**src/design/itoa_pkg.sv**
```systemverilog
package itoa_pkg;

    localparam int VALUE_BITS  = 32;
    localparam int DIGIT_SLOTS = 32;
    localparam int SLOT_BITS   = $clog2(DIGIT_SLOTS);
    localparam int CNT_BITS    = $clog2(DIGIT_SLOTS + 1);
    localparam int RADIX_BITS  = 6;
    localparam int LIMIT_BITS  = 7;
    localparam int CHAR_BITS   = 7;
    localparam int DIGIT_BITS  = 6;
    localparam int QUEUE_DEPTH = 2;

    localparam logic [0:0] CFG_RADIX = 1'b0;
    localparam logic [0:0] CFG_LIMIT = 1'b1;

    localparam logic [CHAR_BITS-1:0] CHAR_ZERO  = 7'h30;
    localparam logic [CHAR_BITS-1:0] CHAR_ALPHA = 7'h37;
    localparam logic [CHAR_BITS-1:0] CHAR_MINUS = 7'h2d;

    // classified job handed from front to back
    typedef struct packed {
        logic [VALUE_BITS-1:0] mag;
        logic                  neg;
        logic [CNT_BITS-1:0]   lim;
    } itoa_job_t;

    typedef enum logic [2:0] {
        ST_IDLE,
        ST_DIV,
        ST_SIGN,
        ST_RDREQ,
        ST_EMIT
    } itoa_state_t;

    function automatic logic [CHAR_BITS-1:0] digit_char(input logic [DIGIT_BITS-1:0] d);
        if (d < DIGIT_BITS'(10)) begin
            return CHAR_ZERO + CHAR_BITS'(d);
        end
        return CHAR_ALPHA + CHAR_BITS'(d);
    endfunction

endpackage

```
**src/design/itoa_ram.sv**
```systemverilog
module itoa_ram #(
    parameter int WIDTH = 6,
    parameter int DEPTH = 32
) (
    input  logic                     aclk,
    input  logic                     we,
    input  logic [$clog2(DEPTH)-1:0] waddr,
    input  logic [WIDTH-1:0]         wdata,
    input  logic [$clog2(DEPTH)-1:0] raddr,
    output logic [WIDTH-1:0]         rdata
);
    logic [WIDTH-1:0] mem [DEPTH];

    always_ff @(posedge aclk) begin
        if (we) begin
            mem[waddr] <= wdata;
        end
        rdata <= mem[raddr];
    end
endmodule

```
**src/design/itoa_front.sv**
```systemverilog
module itoa_front (
    input  logic                                aclk,
    input  logic                                aresetn,
    input  logic                                s_valid,
    output logic                                s_ready,
    input  logic [itoa_pkg::VALUE_BITS-1:0]     s_value,
    input  logic                                s_is_signed,
    input  logic [itoa_pkg::LIMIT_BITS-1:0]     limit,
    output logic                                job_valid,
    input  logic                                job_ready,
    output itoa_pkg::itoa_job_t                 job
);
    localparam int PTR_BITS = $clog2(itoa_pkg::QUEUE_DEPTH);

    itoa_pkg::itoa_job_t q_reg [itoa_pkg::QUEUE_DEPTH];
    logic [PTR_BITS-1:0] wr_reg, rd_reg;
    logic [PTR_BITS:0]   cnt_reg;
    itoa_pkg::itoa_job_t cls;
    logic [itoa_pkg::LIMIT_BITS-1:0] lim_w;
    logic push, pop;

    always_comb begin
        cls.neg = s_is_signed & s_value[itoa_pkg::VALUE_BITS-1];
        cls.mag = cls.neg ? (~s_value + 1'b1) : s_value;
        lim_w   = limit;
        if (cls.neg && lim_w != '0) begin
            lim_w = lim_w - 1'b1;
        end
        if (lim_w == '0) begin
            lim_w = itoa_pkg::LIMIT_BITS'(1);
        end
        if (lim_w > itoa_pkg::LIMIT_BITS'(itoa_pkg::DIGIT_SLOTS)) begin
            lim_w = itoa_pkg::LIMIT_BITS'(itoa_pkg::DIGIT_SLOTS);
        end
        cls.lim = itoa_pkg::CNT_BITS'(lim_w);
    end

    assign s_ready   = (cnt_reg != (PTR_BITS+1)'(itoa_pkg::QUEUE_DEPTH));
    assign job_valid = (cnt_reg != '0);
    assign job       = q_reg[rd_reg];
    assign push      = s_valid & s_ready;
    assign pop       = job_valid & job_ready;

    always_ff @(posedge aclk) begin
        if (push) begin
            q_reg[wr_reg] <= cls;
        end
        if (!aresetn) begin
            wr_reg  <= '0;
            rd_reg  <= '0;
            cnt_reg <= '0;
        end else begin
            if (push) begin
                wr_reg <= wr_reg + 1'b1;
            end
            if (pop) begin
                rd_reg <= rd_reg + 1'b1;
            end
            cnt_reg <= cnt_reg + (PTR_BITS+1)'(push) - (PTR_BITS+1)'(pop);
        end
    end
endmodule

```
**src/design/itoa_back.sv**
```systemverilog
module itoa_back (
    input  logic                               aclk,
    input  logic                               aresetn,
    input  logic                               job_valid,
    output logic                               job_ready,
    input  itoa_pkg::itoa_job_t                job,
    input  logic [itoa_pkg::RADIX_BITS-1:0]    radix,
    output logic                               m_valid,
    input  logic                               m_ready,
    output logic [itoa_pkg::CHAR_BITS-1:0]     m_char_code,
    output logic                               m_last
);
    localparam int VB = itoa_pkg::VALUE_BITS;
    localparam int SB = itoa_pkg::SLOT_BITS;
    localparam int CB = itoa_pkg::CNT_BITS;
    localparam int DB = itoa_pkg::DIGIT_BITS;
    localparam int BB = $clog2(VB);

    itoa_pkg::itoa_state_t state_reg, state_next;

    logic [VB-1:0] quot_reg, quot_next;
    logic [DB-1:0] rem_reg, rem_next;
    logic [BB-1:0] bit_reg, bit_next;
    logic [CB-1:0] n_reg, n_next, lim_reg, lim_next;
    logic          neg_reg, neg_next;
    logic          out_v_reg, out_v_next;
    logic [itoa_pkg::CHAR_BITS-1:0] out_c_reg, out_c_next;
    logic          out_l_reg, out_l_next;

    logic          we;
    logic [SB-1:0] waddr, raddr;
    logic [DB-1:0] rdata;
    logic [DB:0]   trial;
    logic          ge;
    logic [DB-1:0] rem_w;
    logic          out_free;

    itoa_ram #(.WIDTH(DB), .DEPTH(itoa_pkg::DIGIT_SLOTS)) u_store (
        .aclk (aclk),
        .we   (we),
        .waddr(waddr),
        .wdata(rem_w),
        .raddr(raddr),
        .rdata(rdata)
    );

    assign m_valid     = out_v_reg;
    assign m_char_code = out_c_reg;
    assign m_last      = out_l_reg;
    assign out_free    = !out_v_reg || m_ready;

    // restoring division, one quotient bit per cycle
    assign trial = {rem_reg, quot_reg[VB-1]};
    assign ge    = trial >= {1'b0, radix};
    assign rem_w = ge ? DB'(trial - {1'b0, radix}) : trial[DB-1:0];

    always_comb begin
        state_next = state_reg;
        quot_next  = quot_reg;
        rem_next   = rem_reg;
        bit_next   = bit_reg;
        n_next     = n_reg;
        lim_next   = lim_reg;
        neg_next   = neg_reg;
        out_v_next = out_v_reg && !m_ready;
        out_c_next = out_c_reg;
        out_l_next = out_l_reg;
        job_ready  = 1'b0;
        we         = 1'b0;
        waddr      = SB'(n_reg);
        raddr      = SB'(n_reg - 1'b1);
        unique case (state_reg)
            itoa_pkg::ST_IDLE: begin
                job_ready = 1'b1;
                if (job_valid) begin
                    quot_next  = job.mag;
                    neg_next   = job.neg;
                    lim_next   = job.lim;
                    rem_next   = '0;
                    bit_next   = '0;
                    n_next     = '0;
                    state_next = itoa_pkg::ST_DIV;
                end
            end
            itoa_pkg::ST_DIV: begin
                rem_next  = rem_w;
                quot_next = {quot_reg[VB-2:0], ge};
                bit_next  = bit_reg + 1'b1;
                if (bit_reg == BB'(VB-1)) begin
                    // final remainder goes to the store, next digit starts from zero
                    we       = 1'b1;
                    n_next   = n_reg + 1'b1;
                    rem_next = '0;
                    bit_next = '0;
                    if ((n_reg + 1'b1) == lim_reg || quot_next == '0) begin
                        state_next = neg_reg ? itoa_pkg::ST_SIGN : itoa_pkg::ST_RDREQ;
                    end
                end
            end
            itoa_pkg::ST_SIGN: begin
                if (out_free) begin
                    out_v_next = 1'b1;
                    out_c_next = itoa_pkg::CHAR_MINUS;
                    out_l_next = 1'b0;
                    state_next = itoa_pkg::ST_RDREQ;
                end
            end
            itoa_pkg::ST_RDREQ: begin
                state_next = itoa_pkg::ST_EMIT;
            end
            itoa_pkg::ST_EMIT: begin
                if (out_free) begin
                    out_v_next = 1'b1;
                    out_c_next = itoa_pkg::digit_char(rdata);
                    out_l_next = (n_reg == CB'(1));
                    n_next     = n_reg - 1'b1;
                    state_next = (n_reg == CB'(1)) ? itoa_pkg::ST_IDLE : itoa_pkg::ST_RDREQ;
                end
            end
            default: state_next = itoa_pkg::ST_IDLE;
        endcase
    end

    always_ff @(posedge aclk) begin
        quot_reg  <= quot_next;
        rem_reg   <= rem_next;
        lim_reg   <= lim_next;
        neg_reg   <= neg_next;
        out_c_reg <= out_c_next;
        out_l_reg <= out_l_next;
        if (!aresetn) begin
            state_reg <= itoa_pkg::ST_IDLE;
            bit_reg   <= '0;
            n_reg     <= '0;
            out_v_reg <= 1'b0;
        end else begin
            state_reg <= state_next;
            bit_reg   <= bit_next;
            n_reg     <= n_next;
            out_v_reg <= out_v_next;
        end
    end
endmodule

```
**src/design/integer_to_radix_ascii.sv**
```systemverilog
// Channel | Ports                              | Transfer when
// s       | s_value, s_is_signed               | s_valid & s_ready
// m       | m_char_code, m_last                | m_valid & m_ready
// cfg     | cfg_we, cfg_index, cfg_wdata       | cfg_we (no wait)
//
// Each digit is produced by the shared one-bit-per-cycle divider; a word is handled
// in order: the job is taken, each digit is divided out and its remainder stored,
// then a sign if negative and the digits are emitted, most significant first.
// The two-entry job queue lets the input side run ahead while digits drain.
// aresetn is synchronous, active low; it clears queue and control state.
// A stalled m_ready holds the output register and pauses the emitter.
module integer_to_radix_ascii (
    input  logic                              aclk,
    input  logic                              aresetn,
    input  logic                              s_valid,
    output logic                              s_ready,
    input  logic [itoa_pkg::VALUE_BITS-1:0]   s_value,
    input  logic                              s_is_signed,
    output logic                              m_valid,
    input  logic                              m_ready,
    output logic [itoa_pkg::CHAR_BITS-1:0]    m_char_code,
    output logic                              m_last,
    input  logic                              cfg_we,
    input  logic                              cfg_index,
    input  logic [itoa_pkg::LIMIT_BITS-1:0]   cfg_wdata
);
    logic [itoa_pkg::RADIX_BITS-1:0] radix_reg;
    logic [itoa_pkg::LIMIT_BITS-1:0] limit_reg;
    logic [itoa_pkg::RADIX_BITS-1:0] radix_w;
    logic                            job_valid, job_ready;
    itoa_pkg::itoa_job_t             job;

    // clamp radix writes to 2..36
    always_comb begin
        radix_w = cfg_wdata[itoa_pkg::RADIX_BITS-1:0];
        if (radix_w < itoa_pkg::RADIX_BITS'(2)) begin
            radix_w = itoa_pkg::RADIX_BITS'(2);
        end else if (radix_w > itoa_pkg::RADIX_BITS'(36)) begin
            radix_w = itoa_pkg::RADIX_BITS'(36);
        end
    end

    always_ff @(posedge aclk) begin
        if (!aresetn) begin
            radix_reg <= itoa_pkg::RADIX_BITS'(10);
            limit_reg <= itoa_pkg::LIMIT_BITS'(64);
        end else if (cfg_we) begin
            if (cfg_index == itoa_pkg::CFG_RADIX) begin
                radix_reg <= radix_w;
            end else if (cfg_index == itoa_pkg::CFG_LIMIT) begin
                limit_reg <= cfg_wdata;
            end
        end
    end

    itoa_front u_front (
        .aclk       (aclk),
        .aresetn    (aresetn),
        .s_valid    (s_valid),
        .s_ready    (s_ready),
        .s_value    (s_value),
        .s_is_signed(s_is_signed),
        .limit      (limit_reg),
        .job_valid  (job_valid),
        .job_ready  (job_ready),
        .job        (job)
    );

    itoa_back u_back (
        .aclk       (aclk),
        .aresetn    (aresetn),
        .job_valid  (job_valid),
        .job_ready  (job_ready),
        .job        (job),
        .radix      (radix_reg),
        .m_valid    (m_valid),
        .m_ready    (m_ready),
        .m_char_code(m_char_code),
        .m_last     (m_last)
    );
endmodule
```
**config.mk**
```make
export PLATFORM = sky130hd
export DESIGN_NAME = integer_to_radix_ascii
export DESIGN_NICKNAME = d
export VERILOG_FILES = /design/src/design/itoa_pkg.sv /design/src/design/itoa_ram.sv /design/src/design/itoa_front.sv /design/src/design/itoa_back.sv /design/src/design/integer_to_radix_ascii.sv
export SDC_FILE = /design/constraint.sdc
export NUM_CORES = 1
export LEC_CHECK = 0
export BUFFER_PORTS_ARGS = -buffer_cell sky130_fd_sc_hd__buf_2
export CORE_MARGIN = 3
export CORE_UTILIZATION = 39
export DETAILED_ROUTE_END_ITERATION = 16
export HOLD_SLACK_MARGIN = 0.1
export SYNTH_ARGS = -nofsm -noshare
export SYNTH_HDL_FRONTEND = slang
export SYNTH_SLANG_ARGS = --single-unit
```
**constraint.sdc**
```tcl
create_clock -name aclk -period 3.2 [get_ports aclk]
set_input_delay 0 -clock aclk [delete_from_list [all_inputs] [get_ports aclk]]
set_output_delay 0 -clock aclk [all_outputs]
set_load 0.05 [all_outputs]
```
**Word-level counts from Yosys, hierarchy flattened**

Memory sizes are Yosys's and may differ from the RTL's. A register that Yosys moved wholly into a read port is not among the register bits.
Index checks and enable logic that the tools add are counted.
W data, S select, Z words.

- Bits in registers: 85
- Bits in writable memories: 270
- Input port bits: 46
- Output and inout bits: 10
- Logic and storage cells: 122
- Memories: 2

- Add/subtract/negate cells: 12
- Order comparisons: 5
- Equal/unequal tests: 13
- Multiplexer cells: 48
- Bitwise gates (word level): 5
- Reduce and logical (&&, ||, !) cells: 22

Memory list:

| memory | depth | width | read ports | clocked after memory_dff | write ports | line | RTL |
|---|---|---|---|---|---|---|---|
| u_back.u_store.mem | 32 | 6 | 1 | 1 | 1 | itoa_ram.sv:12 | `logic [WIDTH-1:0] mem [DEPTH];` |
| u_front.q_reg | 2 | 39 | 1 | 1 | 1 | itoa_front.sv:15 | `itoa_pkg::itoa_job_t q_reg [itoa_pkg::QUEUE_DEPTH];` |

Operators by type and width:

| operator | count |
|---|---|
| $mux W32 | 2 |
| $pmux W32 S2 | 1 |
| $mux W6 | 8 |
| $mux W7 | 6 |
| $add A32 B1 Y32 const B | 1 |
| $logic_not A32 Y1 | 1 |
| $not A32 Y32 | 1 |
| $pmux W6 S3 | 1 |
| $mux W1 | 17 |
| $mux W3 | 5 |
| $pmux W3 S5 | 1 |
| $add A6 B6 Y7 const A | 2 |
| $pmux W7 S2 | 1 |
| $pmux W6 S2 | 1 |
| $mux W5 | 2 |
| $pmux W5 S2 | 1 |
| $ne A2 B1 Y1 const B | 4 |
| $reduce_and A2 Y1 | 4 |
| $ge A7 B6 Y1 | 1 |
| $gt A7 B6 Y1 const B | 1 |
| $logic_not A7 Y1 | 1 |
| $reduce_bool A7 Y1 | 1 |
| $sub A7 B1 Y7 const B | 1 |
| $add A6 B1 Y6 const B | 1 |
| other kinds (30) | 40 |

**Logic depth before layout (Yosys ltp)**

Gate-level depths: netlist of the first run.

- Depth in word-level cells: 7
- Depth in mapped cells: 11
- Depth with buffers taken out: 9

**Hierarchy**

From an unflattened synthesis of the first run, not the netlist that was laid out.

- Cell total of the unflattened synthesis: 1065
- Area, all modules: 15837.7 µm²

Modules (own cells, without submodules):

| module | instances | cells an instance | area an instance (µm²) | sequential area each (µm²) |
|---|---|---|---|---|
| itoa_ram | 1 | 323 | 7589.8 | 5885.6 |
| itoa_front | 1 | 280 | 3923.8 | 2442.3 |
| itoa_back | 1 | 399 | 3748.6 | 1891.8 |
| integer_to_radix_ascii | 1 | 63 | 575.6 | 260.2 |

**Least setup slack after synthesis of the first run**

Ideal clock, no wire load.

- Path type: reg-to-reg
- Start: register u_back.state_reg[0]
- End: register u_back.quot_reg[0], enable pin
- Setup time: 0.393 ns
- Arrival: 2.752 ns
- Required time: 2.807 ns
- Slack: 0.055 ns
- Cell stages (with the launch flop): 5
- Path buffers: 1
- Period minus slack after synthesis: 3.145 ns
- Path through: dfxtp_1 clkbuf_1 nor4_1 nor2_1 inv_1

- Cells in the longest elaborated chain, start to end: 3
- Elaborated cells on any way between the ends: 5
- Those cells by class: eq/ne (2); reduce/logical (3)

Ends and longest elaborated chain:

| element | line | RTL |
|---|---|---|
| start, declared | itoa_back.sv:19 | `itoa_pkg::itoa_state_t state_reg, state_next;` |
| start signal, assigned | itoa_back.sv:132 | `state_reg <= itoa_pkg::ST_IDLE;` |
| start signal, assigned | itoa_back.sv:137 | `state_reg <= state_next;` |
| $eq A3 B1 Y1 or $logic_not A3 Y1 (tied branches) | itoa_back.sv:72 | `unique case (state_reg)` |
| $reduce_bool A2 Y1 (no line) or $ne A2 B2 Y1 (tied branches) | n/a |  |
| $reduce_and A2 Y1 (no line) * | n/a |  |
| end signal, assigned | itoa_back.sv:125 | `quot_reg <= quot_next;` |
| end, declared | itoa_back.sv:21 | `logic [VB-1:0] quot_reg, quot_next;` |

Mark *: on every way between the ends. The rest lies on a longest branch, timed or not.
A chain may end at the register's enable or synchronous reset.

==> out/results.ini, run 1 <==
[status]
status = complete, no violations

[layout]
diodes = 0
num-nets-final = 1274
utilization_pct = 48.1
area_growth_pct = 19.9
largest_reg_flops = 192
final-seq-area_sq_um = 10500
mostFrequentLayoutCells = edfxtp_1, nand2_1, nor2_1
fillCellCount = 3374
mostFrequentLayoutCell = edfxtp_1
layout-drive-gt1-share_pct = 19.6
multi_input_area_sq_um = 4940

[yosys]
synth_flop_cell = edfxtp_1
syn_inst = 1052
syn_area_sq_um = 15700
synth_area_leaders = edfxtp_1, mux4_2, dfxtp_1
yosys_warnings = 0
yosys.area.top_type = edfxtp_1
syn_avg_cell_area_sq_um = 14.9
syn-num-nets = 1120
ys_ff_latch = 362
synth-seq-area-share_pct = 66.7
synth_cell_types = 57
async_flop_share_pct = 0
synth_edf_count = 323
yosysTopAreaCellShare_pct = 61.8

[global_routing]
grt_pass1_vias = 9064
antenna_found_initial = 0
grt_max_degree = 66
overflow = 0
grtUsageTotal_pct = 15.7
grt_pass1_wl_mm = 51.9

[routing]
dr.pass1.iters = 4
wl_mm = 33.5
drt_iter0_markers = 596
num_vias = 9105
wl_per_cell_um = 19.1
vias_per_cell = 5.19
ant_nets = 0
drc_errors = 0

[setup_path]
cpMostUsedCell = dlygate4sd3_1
criticalPathCategory = primary input to register
required_ps = 3470
r2r-start = u_back.n_reg[1]$_SDFFE_PN0P_
path_cells = dlygate4sd3_1 -> buf_2 -> nor4_1 -> nand4b_1 -> nor2_1 -> nand2_1 -> o31ai_1 -> xnor2_1 -> dlygate4sd3_1
crit_buf_inv = 3
critPathMaxStageDelay_ps = 590
crit_path_end_kind = register
cp_max_fo = 6
r2r-end = u_back.u_store.rdata[2]$_DFF_P_
reg2reg_slack_ps = 550
cpLargestDelayFamily = simple AND/OR/NAND/NOR gates
critPathArrivalTime_ps = 3150
rr_worst_depth = 6
crit_slowest_cell = nor4_1
cp.depth = 9
startpoint_type = primary input

[clocking]
postCtsSetupBuffers = 0
cts_tree = done
numCtsBuffers = 39
clkSinkCount = 362
clk_latency_ps = 530
clockRootBuffer = clkbuf_16
clockBufferDepth = 3
cts_max_level = 2
path_clk_slew_ps = 60

[pwr]
p_per_area_nw_per_um2 = 867
p_total_mw = 16.3
p_leak_nw = 6.26
peakVddDrop_mv = 0.485

[sta]
whs_ps = 267
rsz0062_at_grt = false
fin_skew_ps = 23.2
finalHoldViolations = 0
period_share_pct = 90.1
finalSetupViolations = 0
slew_violations = 0
fmax_ghz = 0.347
setup_tns_ps = 0
period_minus_slack_ps = 2880
worst_pin_slew_ps = 982
relSlewSlack_pct = 34.5

[floorplan]
dieWidth_um = 207
initial_core_util_pct = 40.1
dieArea_sq_um = 42700
die_h_um = 207
ioPinCount = 56
rows = 72
core-area_sq_um = 39200

[worst_hold_path]
hold_depth = 2
hold_path.class = primary input to register
hp-start = s_value[0]
worstHoldEndpoint = u_front.q_reg[1][7]$_DFFE_PP_

[place]
io_buffers = 55
globalplace.congestion = 0.796
hpwl_mm = 21.3

[flow_run]
cap_violations = 0

## power breakdown
part / switching, mW / internal [mW] / total (mW) / leakage (nW)
clock: 1.80 / 2.88 / 4.67 / 0.664
combinational: 2.75 / 1.63 / 4.38 / 2.32
sequential: 0.396 / 6.88 / 7.28 / 3.28
total: 4.94 / 11.4 / 16.3 / 6.26
## per-stage QoR
| stage | setup slack [ps] | cell area [sq um] | cells |
|---|---|---|---|
| CTS | 531 | 18800 | 1755 |
| finish | 317 | 18800 | 1755 |
| global route | 110 | 18800 | 1755 |
| global placement | 601 | 16700 | 1609 |
| floorplan | 55.1 | 15700 | 1052 |
| detailed placement | 553 | 16700 | 1609 |
## Yosys cell counts, types with 9 or more instances
master and count:
clkbuf_1 34, nor2b_1 10, a21boi_0 11, nand3_1 29, mux2i_1 34, edfxtp_1 323
o21ai_0 53, xor2_1 20, inv_1 24, dfxtp_1 39, nor3_1 11, nand2_1 80
a21oi_1 34, nor4_1 12, nand3b_1 9, mux4_2 60, mux2_2 17, nor2_1 77
and2_1 19, xnor2_1 34, ha_1 21
## worst max path at each step
| stage | startpoint | endpoint | slack (ps) |
|---|---|---|---|
| 2_1_floorplan | u_back.state_reg[0]$_SDFFE_PN0P_ | u_back.quot_reg[0]$_DFFE_PP_ | 60 |
| 4_1_cts | cfg_wdata[4] | radix_reg[0]$_SDFFE_PN0P_ | 530 |
| 6_report | s_value[8] | u_front.q_reg[0][32]$_DFFE_PP_ | 320 |
| 5_1_grt | s_value[8] | u_front.q_reg[0][32]$_DFFE_PP_ | 110 |
| 3_3_place_gp | u_back.n_reg[1]$_SDFFE_PN0P_ | u_back.u_store.rdata[3]$_DFF_P_ | 600 |
| 3_5_place_dp | u_back.n_reg[1]$_SDFFE_PN0P_ | u_back.u_store.rdata[3]$_DFF_P_ | 550 |
## cell families (layout without fill, tap and decap cells)
kind of cell | after synthesis | in the layout | share of synthesized area [%]
AO/OA/AOI/OAI | 144 | 144 | 5.51
flip-flops | 362 | 362 | 66.7
XOR/XNOR | 54 | 54 | 3.01
adder cells (fa/ha/maj) | 22 | 22 | 1.80
buffers and inverters | 74 | 259 | 2.06
AND/OR/NAND/NOR | 285 | 285 | 8.89
multiplexers | 111 | 111 | 12.0
## routing by layer
| metal | vias to the layer above | global-route usage [%] | wire length [um] |
|---|---|---|---|
| met5 | - | 0 | 0 |
| met3 | 40 | 2.68 | 1620 |
| met2 | 242 | 25.2 | 16100 |
| met4 | 0 | 3.81 | 589 |
| met1 | 4504 | 22.6 | 15200 |
| li1 | 4319 | - | - |
## cell type report
class	instances	area share, %
Timing Repair Buffer	162	6.91
Sequential cell	362	55.7
Multi-Input combinational cell	616	26.2
Tap cell	518	3.44
Inverter	25	0.498
Clock buffer	58	6.22
Clock inverter	14	1.02
## worst reg2reg max path, delay by kind of cell, from the launching register on
kind,cells,cell delay (ps)
flip-flops,1,490
adder cells (fa/ha/maj),1,410
multiplexers,3,1220
buffers and inverters,2,440
## timing repair
| item | CTS | global route |
|---|---|---|
| endpoints found under the hold margin | 97 | 0 |
| hold buffers | 74 | 0 |
| resized for setup | 0 | 0 |
Power figures use the tool's default switching activity.
==> run 2, diff against run 1 <==
--- a/config.mk
+++ b/config.mk
@@ -12,4 +12,5 @@
 export HOLD_SLACK_MARGIN = 0.1
 export SYNTH_ARGS = -nofsm -noshare
 export SYNTH_HDL_FRONTEND = slang
+export SYNTH_HIERARCHICAL = 1
 export SYNTH_SLANG_ARGS = --single-unit
==> constraint.sdc (replaced) <==
create_clock -name aclk -period 3.2 [get_ports aclk]
set_input_delay 0.16 -clock aclk [delete_from_list [all_inputs] [get_ports aclk]]
set_output_delay 0.16 -clock aclk [all_outputs]
set_load 0.05 [all_outputs]
==> run 2 against run 1 <==
Net effect:
- worst setup slack improved by 88 ps
- clock-buffer cell count decreased by 5
- combinational power up 19%
==> out/results.ini, run 2 <==
[sta]
fin_skew_ps = 10.3
period_share_pct = 87.3
finalHoldViolations = 0
period_minus_slack_ps = 2800
relSlewSlack_pct = 30.3
rsz0062_at_grt = false
slew_violations = 0
setup_tns_ps = 0
fmax_ghz = 0.358
worst_pin_slew_ps = 1050
finalSetupViolations = 0

[layout]
mostFrequentLayoutCells = edfxtp_1, nand2_1, nor2_1
stdcell_area_sq_um = 18700
mostFrequentLayoutCell = edfxtp_1
utilization_pct = 46.9
largest_reg_flops = 192
layout-drive-gt1-share_pct = 23.0
fillCellCount = 3445
num-nets-final = 1271
area_growth_pct = 18.2
final_cells = 1759
diodes = 0
multi_input_area_sq_um = 5080
final-seq-area_sq_um = 10500

[yosys]
yosys_warnings = 6
synth.area.mux_share_pct = 12.2
synth_simple_gate_area_share_pct = 10.3
synth_compound_area_share_pct = 4.75
syn_avg_cell_area_sq_um = 14.9
synth-seq-area-share_pct = 66.2
synth_area_leaders = edfxtp_1, mux4_2, dfxtp_1
synth_cell_types = 76
yosys.area.top_type = edfxtp_1
synth_edf_count = 323
syn-num-nets = 1131
async_flop_share_pct = 0
yosys.area_share.adder_pct = 1.63
syn_inst = 1065
syn_area_sq_um = 15800
synth.top_cells.by_count = edfxtp_1, nand2_1, nor2_1
yosysTopAreaCellShare_pct = 61.2
synth-xor-area-share_pct = 2.93
synth_top_family_by_area = multiplexers
ys_ff_latch = 362
synth_flop_cell = edfxtp_1
synth_most_common_cell = edfxtp_1

[setup_path]
critPathMaxStageDelay_ps = 600
crit_slowest_cell = mux2_1
cpLargestDelayFamily = compound AO/OA/AOI/OAI gates
crit_buf_inv = 1
critPathArrivalTime_ps = 3060
cp_max_fo = 18
path_cells = ha_1 -> a21o_1 -> a21oi_1 -> o21ai_1 -> a21oi_2 -> mux2_1 -> buf_4
startpoint_type = register
crit_path_end_kind = register
required_ps = 3470
criticalPathCategory = register to register

[routing]
vias_per_cell = 5.14
num_vias = 9038
dr.pass1.iters = 4
wl_mm = 32.3
drc_errors = 0
drt_iter0_markers = 441
wl_per_cell_um = 18.4
ant_nets = 0

[pwr]
combPwrFrac_pct = 30.3
switchingPower_mw = 5.32
peakVddDrop_mv = 0.371
internal_power_mw = 11.9
clockPowerShare_pct = 27.0
pwr-share-seq_pct = 42.8
p_per_area_nw_per_um2 = 917
p_leak_nw = 6.52
p_total_mw = 17.2
switching_share_pct = 31.0

[global_routing]
antenna_found_initial = 0
overflow = 0
grt_max_degree = 50
grtUsageTotal_pct = 15.0
grt_pass1_wl_mm = 51.9
grt_pass1_vias = 9419

[place]
globalplace.congestion = 0.763
dp_cells = 1637
hpwl_mm = 20.8
detailed_place.area_sq_um = 16900
io_buffers = 55

[clocking]
clockBufferDepth = 3
path_clk_slew_ps = 60
cts_resized = 0
postCtsSetupBuffers = 0
clkSinkCount = 362
clk_latency_ps = 530
cts_max_level = 2
clockRootBuffer = clkbuf_16
cts_tree = done
numCtsBuffers = 39

[floorplan]
ioPinCount = 56
dieArea_sq_um = 43100
rows = 73
die_h_um = 208
initial_core_util_pct = 39.7
core-area_sq_um = 39900
dieWidth_um = 208

[status]
status = complete, no violations

[worst_hold_path]
hold_path.class = primary input to register

[flow_run]
cap_violations = 0

[run 2: cell count changes in the layout (fill, tap and decap cells not counted), sizes merged, moves of 5 or more]
cell,previous run,this run
a21oi,34,41
and2,19,14
clkbuf,58,53
dlygate4sd3,74,52
mux2,17,51
mux2i,34,1
nand2,80,132
o21ai,58,24
[run 2: cells by family (layout without fill, tap and decap cells)]
logic type / after synthesis / after routing
simple gates: 333 / 333
flops: 362 / 362
xor+xnor: 53 / 53
buf+inv: 70 / 239
fa+ha+maj: 20 / 20
mux: 112 / 112
compound gates: 115 / 115
[run 2: worst register-to-register path: stages, from the launching register on]
cell      delay [ps]
edfxtp_1         410
ha_1             350
a21o_1           200
a21oi_1          140
o21ai_1          160
a21oi_2          370
mux2_1           600
buf_4            300
[run 2: worst paths after layout]
kind / end / startpoint / cells after the start / slack [ps]
max: u_back/u_store/mem[0][3]$_DFFE_PP_ / u_back/rem_reg[2]$_SDFFCE_PP0P_ / 7 / 400
max reg2reg: u_back/u_store/mem[0][3]$_DFFE_PP_ / u_back/rem_reg[2]$_SDFFCE_PP0P_ / 7 / 400
min reg2reg: u_back/bit_reg[3]$_SDFFE_PN0P_ / u_back/bit_reg[3]$_SDFFE_PN0P_ / 1 / 460
min: u_front/wr_reg$_SDFFE_PN0P_ / s_valid / 4 / 180
[run 2: area by class of cell]
class	instances	area share (%)
Inverter	30	0.602
Tap cell	525	3.51
Multi-Input combinational cell	633	27.1
Sequential cell	362	56.0
Clock buffer	53	5.83
Clock inverter	17	1.28
Timing Repair Buffer	139	5.67
[run 2: per-stage QoR]
stage / setup slack [ps] / hold WS (ps)
5_1_grt: 228 / 203
3_5_place_dp: 423 / 447
3_3_place_gp: 523 / 443
2_1_floorplan: 124 / 259
4_1_cts: 402 / 143
6_report: 405 / 181
[run 2: power by group through the flow]
stage | Clock, mW | Sequential (mW) | Combinational, mW
floorplan | 0 | 7.32 | 3.70
global placement | 0 | 7.43 | 5.08
detailed placement | 0 | 7.44 | 5.21
CTS | 4.75 | 7.35 | 5.27
global route | 4.94 | 7.41 | 5.76
finish | 4.63 | 7.34 | 5.20
[run 2: layer usage]
metal  wire length [um]  vias up  global-route usage [%]
met5                  0        -                       0
met4                600        0                    4.52
met3               1130       43                    2.43
met2              16000      152                    25.5
met1              14600     4533                    20.1
li1                   -     4310                       -
[run 2: what timing repair did]
action                                  CTS  global route
endpoints found under the setup margin    0             0
endpoints found under the hold margin    80             0
hold buffers                             52             0
==> run 3, diff against run 2 <==
--- a/config.mk
+++ b/config.mk
@@ -5,11 +5,15 @@
 export SDC_FILE = /design/constraint.sdc
 export NUM_CORES = 1
 export LEC_CHECK = 0
+export ABC_AREA = 1
 export BUFFER_PORTS_ARGS = -buffer_cell sky130_fd_sc_hd__buf_2
+export CELL_PAD_IN_SITES_DETAIL_PLACEMENT = 0
+export CELL_PAD_IN_SITES_GLOBAL_PLACEMENT = 1
 export CORE_MARGIN = 3
 export CORE_UTILIZATION = 39
 export DETAILED_ROUTE_END_ITERATION = 16
 export HOLD_SLACK_MARGIN = 0.1
+export PLACE_DENSITY_LB_ADDON = 0.1
 export SYNTH_ARGS = -nofsm -noshare
 export SYNTH_HDL_FRONTEND = slang
 export SYNTH_HIERARCHICAL = 1
==> run 3 against run 2 <==
Net effect:
- register-to-register slack improved by 180 ps
- worst hold slack got worse by 50 ps
- total power increased by 13%
- maximum frequency is 6.7% higher
- sequential power about the same
- utilization is 0.78 points lower
- via count rose by 27%
- clock skew grew 16 ps
- final area up 3.8%
- clock power decreased by 7.8%
- critical endpoint is now u_back/u_store/mem[5][5]$_DFFE_PP_
- synthesized cell count increased by 53%
==> out/results.ini, run 3 <==
[status]
status = complete, no violations

[sta]
period_minus_slack_ps = 2620
slew_violations = 0
fmax_ghz = 0.382
worst_pin_slew_ps = 1040
finalHoldViolations = 0
rsz0062_at_grt = false
finalSetupViolations = 0
period_share_pct = 81.8
setup_tns_ps = 0
fin_skew_ps = 26.0
relSlewSlack_pct = 30.5

[floorplan]
ioPinCount = 56
die_h_um = 213
core-area_sq_um = 42100
dieWidth_um = 213
initial_core_util_pct = 39.7
dieArea_sq_um = 45500
rows = 75

[yosys]
synth.top_cells.by_count = nand2_1, edfxtp_1, nand3_1
async_flop_share_pct = 0
syn_inst = 1629
yosys.area.top_type = edfxtp_1
synth_area_leaders = edfxtp_1, nand2_1, nand3_1
synth-seq-area-share_pct = 62.6
yosys_warnings = 6
syn-num-nets = 1695
syn_area_sq_um = 16700
synth_cell_types = 47
synth_edf_count = 323
synth_most_common_cell = nand2_1
syn_avg_cell_area_sq_um = 10.3
synth_flop_cell = edfxtp_1
yosysTopAreaCellShare_pct = 57.9
ys_ff_latch = 362

[layout]
area_growth_pct = 16.0
mostFrequentLayoutCell = nand2_1
utilization_pct = 46.1
mostFrequentLayoutCells = nand2_1, edfxtp_1, nand3_1
final_cells = 2331
num-nets-final = 1830
fillCellCount = 4016
layout-drive-gt1-share_pct = 15.1
diodes = 0
largest_reg_flops = 192

[global_routing]
gr-usage-met3_pct = 3.61
grt_max_degree = 98
antenna_found_initial = 0
grtUsageMet1_pct = 25.3
gr-usage-met2_pct = 28.7
grtUsageTotal_pct = 18.0
grt_busiest_layer = met2
overflow = 0
grt_pass1_vias = 11250
grt_pass1_wl_mm = 63.2

[clocking]
cts_max_level = 2
clkSinkCount = 362
clk_latency_ps = 560
numCtsBuffers = 40
cts_tree = done
clockRootBuffer = clkbuf_16
path_clk_slew_ps = 50
clockBufferDepth = 3

[pwr]
combPwrFrac_pct = 39.9
internal_power_mw = 11.6
switching_share_pct = 40.1
pwr-share-seq_pct = 38.0
p_leak_nw = 7.56
switchingPower_mw = 7.74
p_per_area_nw_per_um2 = 994
clockPowerShare_pct = 22.1
peakVddDrop_mv = 0.613

[setup_path]
crit_buf_inv = 3
cpLargestDelayFamily = simple AND/OR/NAND/NOR gates
crit_slowest_cell = edfxtp_1
startpoint_type = register
required_ps = 3480
cp_max_fo = 32
crit_path_end_kind = register
critPathMaxStageDelay_ps = 400
path_cells = ha_1 -> nand2_1 -> nand2_1 -> nor2_2 -> nor2_1 -> nor2_1 -> inv_2 -> nand2_1 -> o21ai_1 -> inv_1 -> buf_4
cpMostUsedCell = nand2_1
criticalPathCategory = register to register
critPathArrivalTime_ps = 2900

[routing]
dr.pass1.iters = 5
wl_mm = 40.3
drc_errors = 0
wl_per_cell_um = 17.3
drt_iter0_markers = 839
num_vias = 11497
vias_per_cell = 4.93
ant_nets = 0

[place]
hpwl_mm = 26.2
globalplace.congestion = 0.783
dp_cells = 2212
io_buffers = 55

[flow_run]
cap_violations = 0

[worst_hold_path]
hold_path.class = primary input to register

[run 3: changes by cell type after synthesis, moves of 20 or more]
cell and change:
xnor2_1 -26, o21ai_0 +22, nand3_1 +180, nor2_1 +43, nand2_1 +365, inv_1 +76, mux4_2 -60, buf_2 +20
[run 3: kinds of logic (layout without fill, tap and decap cells)]
family / count (synthesis) / after routing / synth area share, %
XOR/XNOR: 36 / 36 / 1.88
AO/OA/AOI/OAI: 97 / 97 / 3.33
buffers and inverters: 183 / 346 / 4.98
flip-flops: 362 / 362 / 62.6
adder cells (fa/ha/maj): 20 / 20 / 1.54
AND/OR/NAND/NOR: 892 / 892 / 23.1
multiplexers: 39 / 39 / 2.62
[run 3: metrics by stage]
| step | setup WS, ps | hold slack (ps) | instance area (sq um) | total power, mW |
|---|---|---|---|---|
| finish | 581 | 131 | 19400 | 19.3 |
| global route | 294 | 141 | 19400 | 20.7 |
| CTS | 486 | 119 | 19400 | 19.6 |
| detailed placement | 499 | 369 | 17800 | 15.2 |
| global placement | 531 | 356 | 17800 | 15.2 |
| floorplan | 165 | 244 | 16700 | 12.3 |
[run 3: area by class of cell]
type / count / area (sq um) / area share [%]
clock inverters: 16 / 136 / 0.702
flip-flops and latches: 362 / 10500 / 53.9
multi-input cells: 1084 / 5460 / 28.1
well taps: 539 / 674 / 3.47
clock buffers: 54 / 1050 / 5.42
inverters: 122 / 463 / 2.38
repair buffers: 154 / 1170 / 6.00
[run 3: power groups by stage]
stage	Sequential, mW	Clock (mW)	Combinational [mW]
floorplan	7.34	0	4.97
global placement	7.44	0	7.75
detailed placement	7.44	0	7.75
CTS	7.35	4.40	7.82
global route	7.42	4.62	8.68
finish	7.34	4.27	7.71
[run 3: tightest hold or removal path, stage by stage]
cell,delay [ps]
buf_2,300
nand2_1,130
inv_1,30
[run 3: what timing repair did]
| item | CTS | global route |
|---|---|---|
| hold endpoints to repair | 80 | 0 |
| gates resized for setup | 0 | 0 |
| buffers inserted | 0 | 0 |
| hold buffers | 49 | 0 |
[run 3: layer usage]
metal | vias to the layer above | part of all wire [%]
met5 | - | 0
met3 | 65 | 4.6
li1 | 5787 | -
met4 | 0 | 2.1
met2 | 200 | 45
met1 | 5445 | 48
[run 3: path summary, 6_finish.rpt]
path                                         from  slack, ps  cells after the start                                  to
setup / recovery  u_back/rem_reg[1]$_SDFFCE_PP0P_        580                     11  u_back/u_store/mem[5][5]$_DFFE_PP_
hold / removal                            aresetn        130                      3       u_front/cnt_reg[0]$_SDFF_PN0_
setup reg to reg  u_back/rem_reg[1]$_SDFFCE_PP0P_        580                     11  u_back/u_store/mem[5][5]$_DFFE_PP_
hold reg to reg       u_front/rd_reg$_SDFFE_PN0P_        450                      1         u_front/rd_reg$_SDFFE_PN0P_
